`src/rtl/pasr_pkg.sv`:
```
// Shared types and constants for the proxy ARP subnet relay.
package pasr_pkg;

  localparam int unsigned TABLE_ENTRIES_DEF = 16;
  localparam int unsigned QUEUE_DEPTH = 2;

  localparam logic [15:0] ETH_ARP  = 16'h0806;
  localparam logic [15:0] ETH_IPV4 = 16'h0800;
  localparam logic [7:0]  PROTO_TCP = 8'h06;
  localparam logic [7:0]  PROTO_UDP = 8'h11;
  localparam logic [7:0]  ARP_REQUEST = 8'h01;
  localparam logic [7:0]  ARP_REPLY   = 8'h02;
  localparam logic [15:0] MIN_FRAME_LEN = 16'd34;

  typedef enum logic [1:0] {
    ACT_DROP    = 2'd0,
    ACT_ARP     = 2'd1,
    ACT_GATEWAY = 2'd2,
    ACT_CLIENT  = 2'd3
  } action_t;

  // Register byte addresses (8-byte stride)
  localparam logic [4:0] REG_RELAY_MAC  = 5'h00;
  localparam logic [4:0] REG_RELAY_IP   = 5'h08;
  localparam logic [4:0] REG_RELAY_MASK = 5'h10;
  localparam logic [4:0] REG_UPLINK_MAC = 5'h18;

  typedef struct packed {
    logic [15:0] frame_len;
    logic [47:0] dst_mac;
    logic [47:0] src_mac;
    logic [15:0] ether_type;
    logic [7:0]  opcode_low;
    logic [7:0]  ip_proto;
    logic [31:0] ip_source;
    logic [31:0] arp_sender_addr;
    logic [31:0] ip_dest;
    logic [31:0] arp_target_addr;
  } in_item_t;

  typedef struct packed {
    logic [1:0]  action;
    logic [47:0] new_dst_mac;
    logic [47:0] new_src_mac;
    logic [7:0]  reply_opcode;
    logic [47:0] reply_sender_mac;
    logic [31:0] reply_sender_ip;
    logic [47:0] reply_target_mac;
    logic [31:0] reply_target_ip;
    logic        learned;
    logic        table_full;
  } out_item_t;

  typedef enum logic [1:0] {
    CLS_DROP  = 2'd0,
    CLS_ARP   = 2'd1,
    CLS_LOCAL = 2'd2,
    CLS_REMOTE = 2'd3
  } cls_t;

  // Classified item handed from front to back
  typedef struct packed {
    cls_t        cls;
    logic [47:0] src_mac;
    logic [47:0] dst_mac;
    logic [31:0] ip_source;
    logic [31:0] arp_sender_addr;
    logic [31:0] key_ip;
  } cls_item_t;

  typedef struct packed {
    logic [47:0] relay_mac;
    logic [31:0] relay_ip;
    logic [31:0] relay_mask;
    logic [47:0] uplink_mac;
  } cfg_regs_t;

endpackage

```
`src/rtl/pasr_front.sv`:
```
// Front end: takes input items and classifies them against the configuration.
module pasr_front (
  input  logic                 clk,
  input  logic                 rst_n,
  input  logic                 in_valid,
  output logic                 in_ready,
  input  pasr_pkg::in_item_t   in_data,
  input  pasr_pkg::cfg_regs_t  cfg,
  output logic                 cls_valid,
  input  logic                 cls_ready,
  output pasr_pkg::cls_item_t  cls_data
);
  import pasr_pkg::*;

  logic      valid_r;
  cls_item_t data_r;
  cls_item_t data_nxt;
  logic      proto_ok;

  assign in_ready  = !valid_r || cls_ready;
  assign cls_valid = valid_r;
  assign cls_data  = data_r;

  assign proto_ok = (in_data.ip_proto == PROTO_TCP) || (in_data.ip_proto == PROTO_UDP);

  always_comb begin
    data_nxt.src_mac         = in_data.src_mac;
    data_nxt.dst_mac         = in_data.dst_mac;
    data_nxt.ip_source       = in_data.ip_source;
    data_nxt.arp_sender_addr = in_data.arp_sender_addr;
    data_nxt.key_ip          = in_data.ip_dest;
    data_nxt.cls             = CLS_DROP;
    if (in_data.frame_len < MIN_FRAME_LEN) begin
      data_nxt.cls = CLS_DROP;
    end else if (in_data.ether_type == ETH_ARP) begin
      data_nxt.key_ip = in_data.arp_target_addr;
      if (in_data.opcode_low == ARP_REQUEST) data_nxt.cls = CLS_ARP;
    end else if (in_data.ether_type == ETH_IPV4 && proto_ok &&
                 in_data.dst_mac == cfg.relay_mac &&
                 in_data.ip_source != cfg.relay_ip) begin
      if ((in_data.ip_source & cfg.relay_mask) == (cfg.relay_ip & cfg.relay_mask))
        data_nxt.cls = CLS_LOCAL;
      else
        data_nxt.cls = CLS_REMOTE;
    end
  end

  always_ff @(posedge clk) begin
    if (!rst_n) begin
      valid_r <= 1'b0;
    end else if (in_ready) begin
      valid_r <= in_valid;
    end
    if (in_ready && in_valid) data_r <= data_nxt;
  end
endmodule

```
`src/rtl/pasr_queue.sv`:
```
// Short FIFO between the classifier and the table engine.
module pasr_queue (
  input  logic                 clk,
  input  logic                 rst_n,
  input  logic                 wr_valid,
  output logic                 wr_ready,
  input  pasr_pkg::cls_item_t  wr_data,
  output logic                 rd_valid,
  input  logic                 rd_ready,
  output pasr_pkg::cls_item_t  rd_data
);
  import pasr_pkg::*;

  localparam int unsigned PW = $clog2(QUEUE_DEPTH);

  cls_item_t         mem_r [QUEUE_DEPTH];
  logic [PW-1:0]     wp_r, rp_r;
  logic [PW:0]       cnt_r;
  logic              push, pop;

  assign wr_ready = cnt_r != (PW+1)'(QUEUE_DEPTH);
  assign rd_valid = cnt_r != '0;
  assign rd_data  = mem_r[rp_r];
  assign push = wr_valid && wr_ready;
  assign pop  = rd_valid && rd_ready;

  always_ff @(posedge clk) begin
    if (!rst_n) begin
      wp_r  <= '0;
      rp_r  <= '0;
      cnt_r <= '0;
    end else begin
      if (push) wp_r <= wp_r + 1'b1;
      if (pop)  rp_r <= rp_r + 1'b1;
      cnt_r <= cnt_r + (PW+1)'(push) - (PW+1)'(pop);
    end
    if (push) mem_r[wp_r] <= wr_data;
  end
endmodule

```
`src/rtl/pasr_back.sv`:
```
// Back end: client table search, learning and result formation.
module pasr_back #(
  parameter int unsigned TABLE_ENTRIES = pasr_pkg::TABLE_ENTRIES_DEF
) (
  input  logic                 clk,
  input  logic                 rst_n,
  input  logic                 q_valid,
  output logic                 q_ready,
  input  pasr_pkg::cls_item_t  q_data,
  input  pasr_pkg::cfg_regs_t  cfg,
  output logic                 out_valid,
  input  logic                 out_ready,
  output pasr_pkg::out_item_t  out_data
);
  import pasr_pkg::*;

  localparam int unsigned IW = (TABLE_ENTRIES > 1) ? $clog2(TABLE_ENTRIES) : 1;
  localparam int unsigned CW = $clog2(TABLE_ENTRIES + 1);

  typedef enum logic [3:0] {
    ST_IDLE   = 4'b0001,
    ST_SEARCH = 4'b0010,
    ST_READ   = 4'b0100,
    ST_DONE   = 4'b1000
  } state_t;

  state_t          state_r, state_nxt;
  logic [31:0]     ip_mem [TABLE_ENTRIES];
  logic [47:0]     mac_mem [TABLE_ENTRIES];
  logic [CW-1:0]   count_r;
  logic [CW-1:0]   idx_r;
  logic            hit_r;
  logic [IW-1:0]   hit_idx_r;
  logic [31:0]     ip_rd_r;
  logic [47:0]     mac_rd_r;
  logic            rd_pend_r;
  cls_item_t       item_r;
  out_item_t       res_r;
  out_item_t       res_nxt;
  logic            res_valid_r;
  logic            match;
  logic            do_write;
  logic [IW-1:0]   rd_addr;

  // One entry read per cycle; compare the registered read in the next.
  assign match = (item_r.cls == CLS_LOCAL) ? (mac_rd_r == item_r.src_mac)
                                           : (ip_rd_r == item_r.key_ip);
  assign rd_addr = (state_r == ST_READ) ? hit_idx_r : idx_r[IW-1:0];
  assign do_write = (state_r == ST_DONE) && !res_valid_r && item_r.cls == CLS_LOCAL &&
                    !hit_r && count_r < CW'(TABLE_ENTRIES);

  assign q_ready   = (state_r == ST_IDLE);
  assign out_valid = res_valid_r;
  assign out_data  = res_r;

  always_comb begin
    state_nxt = state_r;
    unique case (state_r)
      ST_IDLE:   if (q_valid) state_nxt = ST_SEARCH;
      ST_SEARCH: begin
        if (rd_pend_r && match) state_nxt = (item_r.cls == CLS_REMOTE) ? ST_READ : ST_DONE;
        else if (!rd_pend_r && idx_r >= count_r) state_nxt = ST_DONE;
      end
      ST_READ:   state_nxt = ST_DONE;
      ST_DONE:   if (res_valid_r && out_ready) state_nxt = ST_IDLE;
      default:   state_nxt = ST_IDLE;
    endcase
  end

  // Result of the held item; mac_rd_r holds the hit entry's MAC after ST_READ.
  always_comb begin
    res_nxt = '0;
    unique case (item_r.cls)
      CLS_ARP: if (hit_r) begin
        res_nxt.action           = ACT_ARP;
        res_nxt.new_dst_mac      = item_r.src_mac;
        res_nxt.new_src_mac      = cfg.relay_mac;
        res_nxt.reply_opcode     = ARP_REPLY;
        res_nxt.reply_sender_mac = cfg.relay_mac;
        res_nxt.reply_sender_ip  = item_r.key_ip;
        res_nxt.reply_target_mac = item_r.src_mac;
        res_nxt.reply_target_ip  = item_r.arp_sender_addr;
      end
      CLS_LOCAL: begin
        res_nxt.action      = ACT_GATEWAY;
        res_nxt.new_dst_mac = cfg.uplink_mac;
        res_nxt.new_src_mac = cfg.relay_mac;
        res_nxt.learned     = do_write;
        res_nxt.table_full  = !hit_r && !do_write;
      end
      CLS_REMOTE: if (hit_r) begin
        res_nxt.action      = ACT_CLIENT;
        res_nxt.new_dst_mac = mac_rd_r;
        res_nxt.new_src_mac = item_r.dst_mac;
      end
      default: ;
    endcase
  end

  always_ff @(posedge clk) begin
    ip_rd_r  <= ip_mem[rd_addr];
    mac_rd_r <= mac_mem[rd_addr];
    if (do_write) begin
      ip_mem[count_r[IW-1:0]]  <= item_r.ip_source;
      mac_mem[count_r[IW-1:0]] <= item_r.src_mac;
    end
  end

  always_ff @(posedge clk) begin
    if (!rst_n) begin
      state_r     <= ST_IDLE;
      count_r     <= '0;
      res_valid_r <= 1'b0;
      rd_pend_r   <= 1'b0;
    end else begin
      state_r <= state_nxt;
      unique case (state_r)
        ST_IDLE: begin
          idx_r     <= '0;
          hit_r     <= 1'b0;
          rd_pend_r <= 1'b0;
          if (q_valid) item_r <= q_data;
        end
        ST_SEARCH: begin
          // Issue read of idx_r; check the one issued last cycle.
          if (rd_pend_r && match) begin
            hit_r     <= 1'b1;
            rd_pend_r <= 1'b0;
            hit_idx_r <= IW'(idx_r - 1'b1);
          end else if (idx_r < count_r && item_r.cls != CLS_DROP) begin
            rd_pend_r <= 1'b1;
            idx_r     <= idx_r + 1'b1;
          end else begin
            rd_pend_r <= 1'b0;
            idx_r     <= count_r;
          end
        end
        ST_READ: ;
        ST_DONE: begin
          if (!res_valid_r) begin
            res_valid_r <= 1'b1;
            res_r       <= res_nxt;
            if (do_write) count_r <= count_r + 1'b1;
          end else if (out_ready) begin
            res_valid_r <= 1'b0;
          end
        end
        default: ;
      endcase
    end
  end
endmodule

```
`src/rtl/proxy_arp_subnet_relay.sv`:
```
// Top level of the proxy ARP subnet relay.
// Each item is one frame header; the relay returns one rewrite decision per item.
// The front classifies an item into a register and queues it (two entries); the back
// takes one item at a time and scans the client table one entry per cycle. The scan
// stops at a hit or at the table count; a remote lookup that hits then fetches the
// client MAC in ST_READ, and the back holds its result until out_ready takes it.
// The table is read at one address a cycle; that scan sets the throughput.
// Learning appends at the current count.
// Configuration registers sit at byte addresses 0x00, 0x08, 0x10, 0x18 and
// should be written only while the relay is idle.
module proxy_arp_subnet_relay #(
  parameter int unsigned TABLE_ENTRIES = pasr_pkg::TABLE_ENTRIES_DEF
) (
  input  logic                 clk,
  input  logic                 rst_n,
  input  logic                 in_valid,
  output logic                 in_ready,
  input  pasr_pkg::in_item_t   in_data,
  output logic                 out_valid,
  input  logic                 out_ready,
  output pasr_pkg::out_item_t  out_data,
  input  logic                 cfg_psel,
  input  logic                 cfg_penable,
  input  logic                 cfg_pwrite,
  input  logic [4:0]           cfg_paddr,
  input  logic [63:0]          cfg_pwdata,
  output logic [63:0]          cfg_prdata,
  output logic                 cfg_pready
);
  import pasr_pkg::*;

  cfg_regs_t cfg_r;
  logic      wr_en;
  logic      f_valid, f_ready, b_valid, b_ready;
  cls_item_t f_data, b_data;

  assign cfg_pready = 1'b1;
  assign wr_en = cfg_psel && cfg_penable && cfg_pwrite;

  // Register writes; unknown addresses drop silently.
  always_ff @(posedge clk) begin
    if (!rst_n) begin
      cfg_r <= '0;
    end else if (wr_en) begin
      case (cfg_paddr)
        REG_RELAY_MAC:  cfg_r.relay_mac  <= cfg_pwdata[47:0];
        REG_RELAY_IP:   cfg_r.relay_ip   <= cfg_pwdata[31:0];
        REG_RELAY_MASK: cfg_r.relay_mask <= cfg_pwdata[31:0];
        REG_UPLINK_MAC: cfg_r.uplink_mac <= cfg_pwdata[47:0];
        default: ;
      endcase
    end
  end

  always_comb begin
    case (cfg_paddr)
      REG_RELAY_MAC:  cfg_prdata = {16'd0, cfg_r.relay_mac};
      REG_RELAY_IP:   cfg_prdata = {32'd0, cfg_r.relay_ip};
      REG_RELAY_MASK: cfg_prdata = {32'd0, cfg_r.relay_mask};
      REG_UPLINK_MAC: cfg_prdata = {16'd0, cfg_r.uplink_mac};
      default:        cfg_prdata = '0;
    endcase
  end

  pasr_front u_front (
    .clk, .rst_n, .in_valid, .in_ready, .in_data, .cfg(cfg_r),
    .cls_valid(f_valid), .cls_ready(f_ready), .cls_data(f_data)
  );

  pasr_queue u_queue (
    .clk, .rst_n, .wr_valid(f_valid), .wr_ready(f_ready), .wr_data(f_data),
    .rd_valid(b_valid), .rd_ready(b_ready), .rd_data(b_data)
  );

  pasr_back #(.TABLE_ENTRIES(TABLE_ENTRIES)) u_back (
    .clk, .rst_n, .q_valid(b_valid), .q_ready(b_ready), .q_data(b_data), .cfg(cfg_r),
    .out_valid, .out_ready, .out_data
  );
endmodule

```
`config.mk`:
```
export PLATFORM = sky130hd
export DESIGN_NAME = proxy_arp_subnet_relay
export DESIGN_NICKNAME = d
export VERILOG_FILES = /design/src/rtl/pasr_pkg.sv /design/src/rtl/pasr_front.sv /design/src/rtl/pasr_queue.sv /design/src/rtl/pasr_back.sv /design/src/rtl/proxy_arp_subnet_relay.sv
export SDC_FILE = /design/constraint.sdc
export NUM_CORES = 2
export LEC_CHECK = 0
export BUFFER_PORTS_ARGS = -buffer_cell sky130_fd_sc_hd__buf_2
export CORE_ASPECT_RATIO = 1.5
export CORE_MARGIN = 1
export CORE_UTILIZATION = 60
export DETAILED_ROUTE_END_ITERATION = 6
export GPL_ROUTABILITY_DRIVEN = 0
export PLACE_DENSITY = 0.79
export SYNTH_ARGS = -nofsm -noshare
export SYNTH_HDL_FRONTEND = slang
export SYNTH_SLANG_ARGS = --single-unit
```
`constraint.sdc`:
```
create_clock -name clk -period 47.7 [get_ports clk]
set_clock_uncertainty 0.05 [all_clocks]
set_input_delay 9.54 -clock clk [delete_from_list [all_inputs] [get_ports clk]]
set_output_delay 9.54 -clock clk [all_outputs]
set_load 0.02 [all_outputs]
```
# [Yosys cells after proc, flatten, opt, wreduce, memory -nomap -nowiden]
# Memories as Yosys holds them, arrays and structs flattened. A register that Yosys moved wholly into a read port is not among the register bits.
# Cells that the tools add are included.
[classes] n_reduce_logical=40 bitwise_logic=3 mux=32 eq_ne=26 order_cmp=4 add_sub_neg=7
[ops] op="$pmux W98 S3" count=1
[ops] op="$mux W265" count=1
[ops] op="$pmux W48 S4" count=1
[ops] op="$mux W98" count=1
[ops] op="$eq A48 B48 Y1" count=2
[ops] op="$and A32 B32 Y32" count=2
[ops] op="$eq A32 B32 Y1" count=2
[ops] op="$mux W32" count=2
[ops] op="$eq A16 B12 Y1 const B" count=2
[ops] op="$ne A32 B32 Y1" count=1
[ops] op="$mux W4" count=6
[ops] op="$reduce_and A3 Y1" count=7
[ops] op="$logic_and A1 B1 Y1" count=17
[ops] op="$lt A16 B6 Y1 const B" count=1
[ops] op="$pmux W4 S4" count=1
[ops] op="$mux W1" count=12
[ops] op="$add A5 B1 Y5 const B" count=2
[ops] op="$eq A5 B5 Y1 const B" count=2
[ops] op="$mux W5" count=2
[ops] op="$pmux W5 S2" count=1
[ops] op="$reduce_and A2 Y1" count=5
[ops] op="$eq A8 B1 Y1 const B" count=1
[ops] op="$eq A8 B3 Y1 const B" count=1
[ops] op="$eq A8 B5 Y1 const B" count=1
[ops] op="other kinds (24)" count=38
[totals] ff_bits=648 output_inout_bits=335 elab_cells=146 ram_bits=1668 n_memories=3 input_bits=348
[mem_list] name="u_back.mac_mem" words=16 width=48 rd=1 rd_clocked_by_memory_dff=1 write_ports=1 line="pasr_back.sv:29" text="logic [47:0] mac_mem [TABLE_ENTRIES];"
[mem_list] name="u_back.ip_mem" words=16 width=32 rd=1 rd_clocked_by_memory_dff=1 write_ports=1 line="pasr_back.sv:28" text="logic [31:0] ip_mem [TABLE_ENTRIES];"
[mem_list] name="u_queue.mem_r" words=2 width=194 rd=1 rd_clocked_by_memory_dff=1 write_ports=1 line="pasr_queue.sv:16" text="cls_item_t mem_r [QUEUE_DEPTH];"

# [Depth between registers and ports, before layout]
[depth] depth_word=7 mapped_depth=9 mapped_depth_nobuf=9

# [Modules after synthesis]
# Synthesis repeated with hierarchy kept, for this count alone.
[unflattened] cells_unflattened=5849 area_unflattened_um2=98562.0
[modules_own_cells] module="pasr_back" seq_area_each_um2=54222.0 area_per_inst_um2=68851.0 cells_each=4123 n_inst=1
[modules_own_cells] module="pasr_queue" seq_area_each_um2=11751.3 area_per_inst_um2=14931.8 cells_each=633 n_inst=1
[modules_own_cells] module="pasr_front" seq_area_each_um2=5845.6 area_per_inst_um2=7586.0 cells_each=383 n_inst=1
[modules_own_cells] module="proxy_arp_subnet_relay" seq_area_each_um2=3203.1 area_per_inst_um2=7193.1 cells_each=710 n_inst=1

# [Least setup slack after synthesis]
# Ideal clock, no wire load.
[synth_path] path_kind="input -> register" start="input rst_n" end="register u_back.res_r, in the netlist u_back.out_data[0] (enable)" required_time_ps=46394 arrival_time_ps=28833 setup_time_ps=1256 slack_ps=17561 path_buffers=2 cell_stages=3 path_cell_list="clkbuf_1 > clkbuf_1 > nor3b_1"
[synth_via] elab_chain_cells=1
[synth_lines] item="start, declared" line="proxy_arp_subnet_relay.sv:15" text="input logic rst_n,"
[synth_lines] item="$reduce_and A3 Y1 (no line)"
[synth_lines] item="end signal, assigned" line="pasr_back.sv:142" text="res_r <= res_nxt;"
[synth_lines] item="end, declared" line="pasr_back.sv:38" text="out_item_t res_r;"
# Every way passes these cells.
# A chain may end at the register's enable or synchronous reset.

# [Final worst setup path]
[layout_path] start="input cfg_paddr[3]" end="output cfg_prdata[47]"
[layout_via] elab_chain_cells=2 word_cells_on_any_way=5 cone_classes="eq/ne (3); mux (1); reduce/logical (1)"
[layout_lines] item="start, declared" line="proxy_arp_subnet_relay.sv:25" text="input logic [4:0] cfg_paddr,"
[layout_lines] item="$eq A5 B5 Y1 (tied with other cells)" line="proxy_arp_subnet_relay.sv:56" text="case (cfg_paddr)"
[layout_lines] item="$pmux W48 S4 *" line="proxy_arp_subnet_relay.sv:56"
[layout_lines] item="end, declared" line="proxy_arp_subnet_relay.sv:27" text="output logic [63:0] cfg_prdata,"
# Every way passes the cells marked *; elsewhere a longest branch is shown, timed or not.

==> out/results.tsv <==
stage	metric	value	unit
clock_network	post_cts_buffers	0	
place	dp_hpwl	161000	um
routing	ant_nets	0	
global_routing	antenna_found_initial	36	
place	dpl.cell_count	8416	
clock_network	clk_latency	0.86	ns
critical_path	arrival	11.52	ns
die	ios	683	
global_routing	grt_overflow	0	
global_routing	grt_use_total	32.3	%
sta	maxSlewViolCount	0	
critical_path	critPathMaxFanout	38	
worst_hold_path	worstHoldStart	u_front.cls_data[25]	
critical_path	critPathLaunchType	primary input	
critical_path	cp.required	38.11	ns
sta	timing.slew.headroom	5.76	%
global_routing	met2_usage	52.4	%
worst_hold_path	hp-class	reg2reg	
power_and_ir_drop	power_density	48.1	mW/mm2
die	start_util	60.5	%
sta	rsz0062_at_grt	false	
sta	worst_pin_slew	1.40	ns
finish	post-route-util	68.7	%
status	run_status	complete, no violations	
finish	instances_no_fill	8857	
logic_synthesis	synth_edf_count	2327	
routing	drt_first_pass_iters	6	
logic_synthesis	synth-main-ff-cell	edfxtp_1	
finish	area_growth	13.6	%
die	fp.dieW	331	um
finish	drive_gt1_share	23.1	%
global_routing	grt_first_pass_wirelength	373000	um
clock_network	root_buffer	clkbuf_16	
finish	final_cell_area	0.110	mm2
global_routing	top_usage_layer	met2	
logic_synthesis	synth_warnings	0	
logic_synthesis	yosys_register_bits	2583	
routing	drt-total-wl	264000	um
finish	regArea	0.0750	mm2
die	die_area	0.164	mm2
place	dpl-instance-area	0.103	mm2
worst_hold_path	min_path_cells	0	
critical_path	rrSetupSlack	42.31	ns
clock_network	htree_levels	4	
global_routing	met3_usage	6.99	%
power_and_ir_drop	irDropWorstVdd	0.0425	mV
critical_path	crit_path_end_kind	primary output	
finish	multi_input_area	0.0211	mm2
worst_hold_path	whs_endpoint	u_queue.mem_r[1][25]	
routing	via_per_inst	6.37	
critical_path	r2r-end	u_back.mac_rd_r[32]	
finish	nets	6902	
clock_network	cts_tree	yes	
place	io_buffers	641	
logic_synthesis	synth_top_cell_area_share	71.9	%
routing	wl_per_cell	29.9	um
logic_synthesis	ys_top_cells_by_area	edfxtp_1, dfxtp_1, mux4_2	
clock_network	cts_sinks	2583	
clock_network	path_clk_slew	0.07	ns
global_routing	grt_max_degree	174	
sta	finalSetupViolCount	0	
critical_path	worstReg2RegStart	u_back.state_r[2]	
finish	n_fill_cell	9947	
logic_synthesis	avgSynthCellArea	16.5	um2
sta	final_hold_viol_count	0	
routing	drc	0	
logic_synthesis	async_reset_ff_share	0	%
clock_network	ctsResizeCount	0	
clock_network	hold_buffers	0	
power_and_ir_drop	p_leak	37.4	nW
routing	drt_iter0_drc	7547	
critical_path	path_class	in2out	
routing	vias	56400	
logic_synthesis	synth.yosys.seq_area_share	77.2	%
sta	min_period	21.11	ns
die	rows	180	
sta	post-route-period-util	44.3	%
sta	max_freq	47.4	MHz
clock_network	clk_path_buf_depth	3	
logic_synthesis	synth_top_cell_by_area	edfxtp_1	
logic_synthesis	syn_area	0.0971	mm2
sta	setup_total_negative_slack	0	ns
critical_path	reg2reg_depth	8	
global_routing	grt_pass1_vias	54900	
die	die_h	495	um
job	maxCapViolCount	0	
clock_network	numCtsBuffers	216	
die	core_area	0.161	mm2
sta	whs	0.381	ns
global_routing	grtUsageMet1	39.1	%
logic_synthesis	ys_types	56	
logic_synthesis	syn_inst	5872	
==> power breakdown <==
| group | leakage [nW] | switching, mW | internal [mW] |
|---|---|---|---|
| clock network | 3.58 | 0.809 | 1.02 |
| registers | 23.3 | 0.120 | 2.65 |
| logic | 10.5 | 0.466 | 0.234 |
| total | 37.4 | 1.40 | 3.91 |
==> placed cells by master, fill, tap and decap left out, types with 6 or more instances in the layout <==
cell type,n
mux2_2,228
o21ai_1,81
nor3_1,12
dfxtp_1,255
nand2_1,1029
bufinv_16,28
a21boi_0,143
nand4_1,108
inv_1,16
clkbuf_8,14
clkinv_2,42
diode_2,31
and2_1,200
inv_6,6
xnor2_1,69
nor2_4,18
clkbuf_16,219
a22o_1,65
nand3_1,330
xor2_1,102
o21a_1,6
o21ai_0,51
buf_4,113
clkbuf_1,43
conb_1,24
clkinv_1,38
buf_2,640
clkinvlp_4,9
edfxtp_1,2327
nor4_1,42
nor3_2,6
mux4_2,192
ha_1,13
mux2i_1,52
a21boi_1,20
a22oi_1,94
nor2_1,12
==> state kept, by name, summed over array words and instances, names as in the netlist, 4 cells and up <==
register	cells
cfg_r	160
u_back.mac_rd_r	48
u_back.count_r	5
u_back.state_r	4
u_back.hit_idx_r	4
u_front.cls_data	194
u_back.ip_mem	512
u_queue.mem_r	388
u_back.item_r	194
u_back.ip_rd_r	32
u_back.mac_mem	768
u_back.idx_r	5
u_back.out_data	261
==> logic make-up after synthesis <==
| logic type | count (synthesis) | synth area share (%) |
|---|---|---|
| flops | 2583 | 77.2 |
| simple gates | 1801 | 8.48 |
| compound gates | 483 | 3.47 |
| mux | 475 | 7.66 |
| buf+inv | 344 | 1.46 |
| xor+xnor | 171 | 1.54 |
| fa+ha+maj | 13 | 0.167 |
| other cells | 2 | 0.00773 |
==> metal layers <==
metal	up-vias	share of wire, %
li1	23500	-
met1	28100	33
met2	4012	49
met3	778	10
met4	26	7.4
met5	-	0.070
==> cells in the mapped netlist, types with 20 or more instances <==
cell	count
edfxtp_1	2327
nand2_1	1031
nand3_1	330
clkbuf_1	259
dfxtp_1	256
mux2_2	229
and2_1	205
mux4_2	192
a21boi_0	143
nand4_1	108
xor2_1	102
a22oi_1	94
o21ai_1	80
xnor2_1	69
a22o_1	65
mux2i_1	53
o21ai_0	53
nor4_1	44
buf_2	32
nor2_1	30
buf_4	24
a21boi_1	20
==> area by class of cell <==
cell class / instances / share of cell area (%)
repair buffers: 757 / 3.74
diodes: 31 / 0.0703
clock buffers: 276 / 5.29
flip-flops and latches: 2583 / 68.0
multi-input cells: 2967 / 19.1
well taps: 2093 / 2.37
inverters: 16 / 0.0544
clock inverters: 134 / 1.36
==> how the worst max path moves through the flow <==
stage | end | from | cells after the start | slack [ns]
floorplan | u_back.out_data[0] | rst_n | 3 | 17.56
global placement | cfg_prdata[47] | cfg_paddr[3] | 5 | 26.65
detailed placement | cfg_prdata[47] | cfg_paddr[3] | 5 | 26.61
CTS | cfg_prdata[47] | cfg_paddr[3] | 5 | 26.61
global route | cfg_prdata[47] | cfg_paddr[3] | 5 | 26.49
finish | cfg_prdata[47] | cfg_paddr[3] | 5 | 26.59
==> critical path, cell delays in order <==
cell and delay [ns]:
buf_2 0.08, buf_4 0.60, and3_1 0.70, a22o_1 0.35, buf_2 0.21
==> per-stage QoR <==
step | power, mW | setup WS, ns
floorplan | 3.22 | 17.56
detailed placement | 3.50 | 26.61
finish | 5.30 | 26.59
CTS | 5.30 | 26.61
global placement | 3.48 | 26.65
global route | 5.44 | 26.49
No activity file was read; power rests on OpenSTA's default activity.
